$ cat src/sv/krwlt_pkg.sv
`timescale 1ns / 1ps

package krwlt_pkg;

  localparam int KEY_W = 64;
  localparam int COUNT_W = 16;

  localparam logic [1:0] MODE_LOCK = 2'd0;
  localparam logic [1:0] MODE_UNLOCK = 2'd1;
  localparam logic [1:0] MODE_FIND = 2'd2;

  localparam logic [1:0] ST_OK = 2'd0;
  localparam logic [1:0] ST_WAIT = 2'd1;
  localparam logic [1:0] ST_FAIL = 2'd2;

  localparam logic [COUNT_W-1:0] COUNT_MAX = '1;

  typedef struct packed {
    logic [1:0]       mode;
    logic [KEY_W-1:0] lock_key;
    logic             write_request;
    logic             nonblocking;
  } req_word_t;

  typedef struct packed {
    logic [1:0]         status;
    logic               found;
    logic               held_for_write;
    logic [COUNT_W-1:0] holders;
  } rsp_word_t;

  typedef enum logic [2:0] {
    S_CLEAR,
    S_IDLE,
    S_SCAN,
    S_LAST,
    S_DECIDE
  } state_t;

endpackage

$ cat src/sv/krwlt_seq.sv
`timescale 1ns / 1ps

module krwlt_seq import krwlt_pkg::*; #(
  parameter int ENTRIES = 64,
  parameter int KEY_BITS = 64,
  localparam int IDXW = $clog2(ENTRIES)
) (
  input  logic                clk,
  input  logic                rst,
  input  logic                req_valid,
  output logic                req_ready,
  input  req_word_t           req,
  output logic                rsp_valid,
  input  logic                rsp_ready,
  output rsp_word_t           rsp,
  output logic                wr_en,
  output logic [IDXW-1:0]     wr_addr,
  output logic                wr_valid,
  output logic [KEY_BITS-1:0] wr_key,
  output logic                wr_write,
  output logic [COUNT_W-1:0]  wr_count,
  output logic [IDXW-1:0]     rd_addr,
  input  logic                rd_valid,
  input  logic [KEY_BITS-1:0] rd_key,
  input  logic                rd_write,
  input  logic [COUNT_W-1:0]  rd_count
);

  localparam logic [IDXW-1:0] LAST_IDX = IDXW'(ENTRIES - 1);

  state_t              state, state_next;
  logic [IDXW-1:0]     idx;
  logic                chk;
  logic [IDXW-1:0]     chk_idx;
  logic [1:0]          mode;
  logic [KEY_BITS-1:0] key;
  logic                wreq;
  logic                nb;
  logic                hit;
  logic [IDXW-1:0]     hit_idx;
  logic                hit_write;
  logic [COUNT_W-1:0]  hit_count;
  logic                free_ok;
  logic [IDXW-1:0]     free_idx;
  logic                accept;
  logic                fire;
  logic                dec_we;
  logic [IDXW-1:0]     dec_addr;
  logic                dec_valid;
  logic                dec_write;
  logic [COUNT_W-1:0]  dec_count;
  rsp_word_t           rsp_next;

  assign req_ready = (state == S_IDLE);
  assign accept = req_valid && req_ready;
  assign fire = (state == S_DECIDE) && (!rsp_valid || rsp_ready);
  assign rd_addr = idx;

  always_comb begin
    state_next = state;
    case (state)
      S_CLEAR: if (idx == LAST_IDX) state_next = S_IDLE;
      S_IDLE: if (req_valid) state_next = S_SCAN;
      S_SCAN: if (idx == LAST_IDX) state_next = S_LAST;
      S_LAST: state_next = S_DECIDE;
      S_DECIDE: if (!rsp_valid || rsp_ready) state_next = S_IDLE;
      default: state_next = S_CLEAR;
    endcase
  end

  always_comb begin
    rsp_next = '{status: ST_OK, found: hit, held_for_write: 1'b0, holders: '0};
    dec_we = 1'b0;
    dec_addr = hit_idx;
    dec_valid = 1'b1;
    dec_write = hit_write;
    dec_count = hit_count;
    case (mode)
      MODE_LOCK: begin
        if (!hit) begin
          if (!free_ok) begin
            rsp_next.status = ST_FAIL;
          end else begin
            dec_we = 1'b1;
            dec_addr = free_idx;
            dec_write = wreq;
            dec_count = COUNT_W'(1);
            rsp_next.held_for_write = wreq;
            rsp_next.holders = COUNT_W'(1);
          end
        end else if (wreq || hit_write) begin
          rsp_next.status = nb ? ST_FAIL : ST_WAIT;
          rsp_next.held_for_write = hit_write;
          rsp_next.holders = hit_count;
        end else if (hit_count == COUNT_MAX) begin
          rsp_next.status = ST_FAIL;
          rsp_next.held_for_write = hit_write;
          rsp_next.holders = hit_count;
        end else begin
          dec_we = 1'b1;
          dec_count = hit_count + COUNT_W'(1);
          rsp_next.held_for_write = hit_write;
          rsp_next.holders = dec_count;
        end
      end
      MODE_UNLOCK: begin
        if (!hit) begin
          rsp_next.status = ST_FAIL;
        end else if (hit_count <= COUNT_W'(1)) begin
          dec_we = 1'b1;
          dec_valid = 1'b0;
          dec_count = '0;
        end else begin
          dec_we = 1'b1;
          dec_count = hit_count - COUNT_W'(1);
          rsp_next.held_for_write = hit_write;
          rsp_next.holders = dec_count;
        end
      end
      MODE_FIND: begin
        if (hit) begin
          rsp_next.held_for_write = hit_write;
          rsp_next.holders = hit_count;
        end
      end
      default: begin
        rsp_next.status = ST_FAIL;
        rsp_next.found = 1'b0;
      end
    endcase
  end

  always_comb begin
    wr_en = 1'b0;
    wr_addr = idx;
    wr_valid = 1'b0;
    wr_key = key;
    wr_write = dec_write;
    wr_count = dec_count;
    if (state == S_CLEAR) begin
      wr_en = 1'b1;
    end else if (fire) begin
      wr_en = dec_we;
      wr_addr = dec_addr;
      wr_valid = dec_valid;
    end
  end

  always_ff @(posedge clk) begin
    if (rst) begin
      state <= S_CLEAR;
      idx <= '0;
      chk <= 1'b0;
      hit <= 1'b0;
      free_ok <= 1'b0;
      rsp_valid <= 1'b0;
    end else begin
      state <= state_next;
      chk <= (state == S_SCAN);
      if (state inside {S_CLEAR, S_SCAN}) begin
        idx <= (idx == LAST_IDX) ? '0 : idx + IDXW'(1);
      end
      if (accept) begin
        idx <= '0;
        hit <= 1'b0;
        free_ok <= 1'b0;
      end else if (chk) begin
        if (rd_valid && rd_key == key && !hit) hit <= 1'b1;
        if (!rd_valid && !free_ok) free_ok <= 1'b1;
      end
      if (fire) begin
        rsp_valid <= 1'b1;
      end else if (rsp_ready) begin
        rsp_valid <= 1'b0;
      end
    end
  end

  always_ff @(posedge clk) begin
    chk_idx <= idx;
    if (accept) begin
      mode <= req.mode;
      key <= req.lock_key[KEY_BITS-1:0];
      wreq <= req.write_request;
      nb <= req.nonblocking;
    end
    if (chk && rd_valid && rd_key == key && !hit) begin
      hit_idx <= chk_idx;
      hit_write <= rd_write;
      hit_count <= rd_count;
    end
    if (chk && !rd_valid && !free_ok) begin
      free_idx <= chk_idx;
    end
    if (fire) begin
      rsp <= rsp_next;
    end
  end

  a_accept_starts_scan: assert property (@(posedge clk) disable iff (rst)
    accept |=> (state == S_SCAN) && !hit && !free_ok)
    else $error("scan did not start cleanly after a request");

  a_no_compare_in_decide: assert property (@(posedge clk) disable iff (rst)
    (state == S_DECIDE) |-> !chk)
    else $error("compare still pending while deciding");

  a_rsp_from_decide: assert property (@(posedge clk) disable iff (rst)
    $rose(rsp_valid) |-> $past(state) == S_DECIDE)
    else $error("response raised outside the decide step");

  a_write_with_rsp: assert property (@(posedge clk) disable iff (rst)
    (state == S_DECIDE && wr_en) |=> rsp_valid)
    else $error("table updated without a response");

endmodule

$ cat config.mk
export PLATFORM = sky130hd
export DESIGN_NAME = krwlt_seq
export DESIGN_NICKNAME = d
export VERILOG_FILES = /design/src/sv/krwlt_pkg.sv /design/src/sv/krwlt_seq.sv
export SDC_FILE = /design/constraint.sdc
export NUM_CORES = 1
export LEC_CHECK = 0
export BUFFER_PORTS_ARGS = -buffer_cell sky130_fd_sc_hd__buf_4
export CORE_UTILIZATION = 49
export CTS_BUF_LIST = sky130_fd_sc_hd__clkbuf_8 sky130_fd_sc_hd__clkbuf_16
export CTS_CLUSTER_DIAMETER = 100
export DETAILED_ROUTE_END_ITERATION = 12
export PLACE_DENSITY = 0.86
export SYNTH_ARGS = -nofsm -noshare
export SYNTH_HDL_FRONTEND = slang
export SYNTH_SLANG_ARGS = --single-unit
export TNS_END_PERCENT = 10
$ cat constraint.sdc
create_clock -name clk -period 4.6 [get_ports clk]
set_clock_uncertainty 0.2 [all_clocks]
set_input_delay 0.92 -clock clk [delete_from_list [all_inputs] [get_ports clk]]
set_output_delay 0.92 -clock clk [all_outputs]
set_load 0.02 [all_outputs]
==> flow_summary_export.csv <==
group,metric,value,unit
critical_path,crit_chain,"or4_1 -> o31ai_4 -> nor2_1 -> o311ai_1 -> nand2_1 -> buf_4",
pwr,powerDensity,315,nW/um2
critical_path,required,3.48,ns
critical_path,worst-path-max-fanout,17,
sta,finalMaxSlewViolations,0,
route,ant_nets,0,
route,vias_per_cell,5.54,
sta,fmax,0.235,GHz
logic_synthesis,yosysWarnings,0,
critical_path,worstRegToRegCells,5,
critical_path,slowest_stage,"o31ai_4",
final_layout,num-nets-final,971,
clock_tree,cts_made_buffers,17,
sta,finalCritPeriodShare,92.4,%
clock_tree,cts_tree,"yes",
critical_path,cp.arrival,3.13,ns
route,firstDrtPassIters,5,
logic_synthesis,synth-seq-area-share,59.4,%
sta,timing.final.ws_setup,0.352,ns
clock_tree,postCtsSetupRepairBufs,0,
clock_tree,path_clk_slew,0.06,ns
logic_synthesis,synth_top_area_share,53.6,%
final_layout,syn_to_final_growth,42.5,%
worst_hold_path,worstHoldStart,"chk_idx[0]",
critical_path,reg2reg_from,"hit_count[3]",
final_layout,mostFrequentLayoutCells,"buf_4 (275), edfxtp_1 (117), xor2_1 (47), nand2_1 (45), nor2_1 (33)",
die,initial_core_util,51.1,%
die,io_pins,271,
critical_path,cp-end-kind,"output port",
die,design.core.area,12800,um2
logic_synthesis,syn_area,6550,um2
sta,setup_viol,0,
logic_synthesis,synth_top_flop_cell,"edfxtp_1",
global_routing,grt_max_degree,48,
die,row_count,41,
global_routing,overflow,0,
logic_synthesis,syn_avg_cell_area,12.1,um2
worst_hold_path,hold_depth,0,
pwr,total_power,2.94,mW
route,num_vias,5527,
clock_tree,cts_buffer_depth,2,
final_layout,final_core_util,72.8,%
final_layout,antenna-diode-count,0,
die,die_h,118,um
clock_tree,insertion_delay,0.43,ns
logic_synthesis,synth_edf_count,117,
critical_path,cp.buffers_inverters,1,
clock_tree,cts_resized,0,
critical_path,path_class,"reg -> out",
logic_synthesis,syn_nets,701,
critical_path,cp-start-kind,"flop",
sta,whs,0.225,ns
placement,numPortBuffers,270,
global_routing,track_usage,29.2,%
critical_path,cp.depth,6,
critical_path,startpoint,"hit_count[3]",
sta,setup_tns,0,ns
sta,period_minus_slack,4.25,ns
clock_tree,holdBufCountCts,0,
logic_synthesis,synth_top_area_cell,"edfxtp_1",
global_routing,grt_pass1_wl,30300,um
global_routing,grt_pass1_vias,5610,
route,drc,0,
clock_tree,clock_sinks,136,
worst_hold_path,hp-class,"reg -> reg",
global_routing,antenna_found_initial,0,
route,drtIter0Drc,362,
critical_path,critPathTopFamily,"compound AO/OA/AOI/OAI gates",
sta,worstMarginPinSlew,1.01,ns
route,wl,20100,um
placement,dp_hpwl,15500,um
logic_synthesis,yosys-top-cells-area,"edfxtp_1 (54%), xor2_1 (6.3%), dfxtp_1 (5.8%)",
sta,grt_setup_unrepaired,"false",
final_layout,drive_gt1_share,39.6,%
final_layout,final_common_cell,"buf_4",
die,fp.dieW,118,um
placement,gp_congestion,0.893,
pwr,p_leak,3.72,nW
clock_tree,cts_root_buf,"clkbuf_16",
die,die_area,13800,um2
run,cap_violations,0,
run_status,status,"completed",
pwr,vdd.ir_drop.worst,0.259,mV
logic_synthesis,synth_cell_types,70,
route,wire_per_inst,20.1,um
placement,dp_slack,0.847,ns
logic_synthesis,synth_seq_cells,136,
sta,relSlewSlack,32.3,%
clock_tree,htreeDepth,4,
critical_path,cp_slowest_stage_delay,0.76,ns
sta,hold_viol_final,0,
logic_synthesis,async_reset_ff_share,0,%
logic_synthesis,synthCells,543,
metrics by stage:
step                      instance area (um2)  instances
after CTS                                9340        998
final                                    9340        998
after global placement                   8710        966
after floorplan                          6550        543
after global routing                     9340        998
after detailed placement                 8710        966
cell families (layout without fill, tap and decap cells):
kind of cell    Yosys count  in the layout  synth area share (%)
mux                       8              8                  1.24
flops                   136            136                  59.4
fa+ha+maj                 4              4                 0.764
compound gates          111            111                  11.7
simple gates            182            182                  15.3
buf+inv                  33            316                  2.44
xor+xnor                 69             69                  9.22
power breakdown:
group | leakage [nW] | switching [mW] | internal, mW
clock network | 0.303 | 0.537 | 0.907
logic | 2.19 | 0.0508 | 0.105
registers | 1.23 | 0.00561 | 1.34
total | 3.73 | 0.593 | 2.35
layout make-up:
class / instances / area (um2)
inverter: 9 / 33.8
multi-input combinational: 374 / 2510
clock inverter: 15 / 199
tap: 172 / 215
timing repair buffer: 275 / 2060
clock buffer: 17 / 425
sequential: 136 / 3890
fill: 896 / 3490
final timing paths:
| kind | endpoint | slack [ns] |
|---|---|---|
| worst max-delay path | wr_count[3] | 0.35 |
| worst min-delay path | free_idx[0] | 0.23 |
| worst max register to register | rsp[9] | 1.64 |
| worst min register to register | free_idx[0] | 0.23 |
layer usage:
metal	global-route usage [%]	up-vias	wire [um]
li1	-	2595	-
met1	30.1	2648	6960
met2	53.7	244	11000
met3	9.45	40	1610
met4	12.9	0	578
met5	0	-	0
synthesized netlist by cell type (3+ instances only):
master    number
a211o_1        3
a21o_1         3
a21oi_1       22
a31oi_1       10
and2_1         4
and3_1         3
buf_2          4
buf_6          4
clkbuf_1      15
dfxtp_1       19
edfxtp_1     117
ha_1           4
inv_1          9
mux2i_1        7
nand2_1       45
nand2b_1       5
nand3_1       11
nand4_1       14
nor2_1        33
nor2b_1        6
nor3_1        16
nor3b_1        3
nor4_1        16
o211ai_1       3
o21a_1         6
o21ai_0       24
o21ai_1        7
o31a_1         4
o31ai_1        5
or3_1          5
xnor2_1       22
xor2_1        47
registers in the layout, summed over array words and instances, names as in the netlist, 2 cells and up:
register	flops
chk_idx	6
free_idx	6
hit_count	16
hit_idx	6
mode	2
rd_addr	6
rsp	20
state	3
wr_key	64
worst reg2reg max path, stage by stage, from the launching register on:
cell,delay [ns]
edfxtp_1,0.57
or4_1,0.65
o31ai_4,0.76
nor2_2,0.11
a211o_1,0.31
o31a_1,0.12
Note: power is estimated with default switching activity, not from simulation.
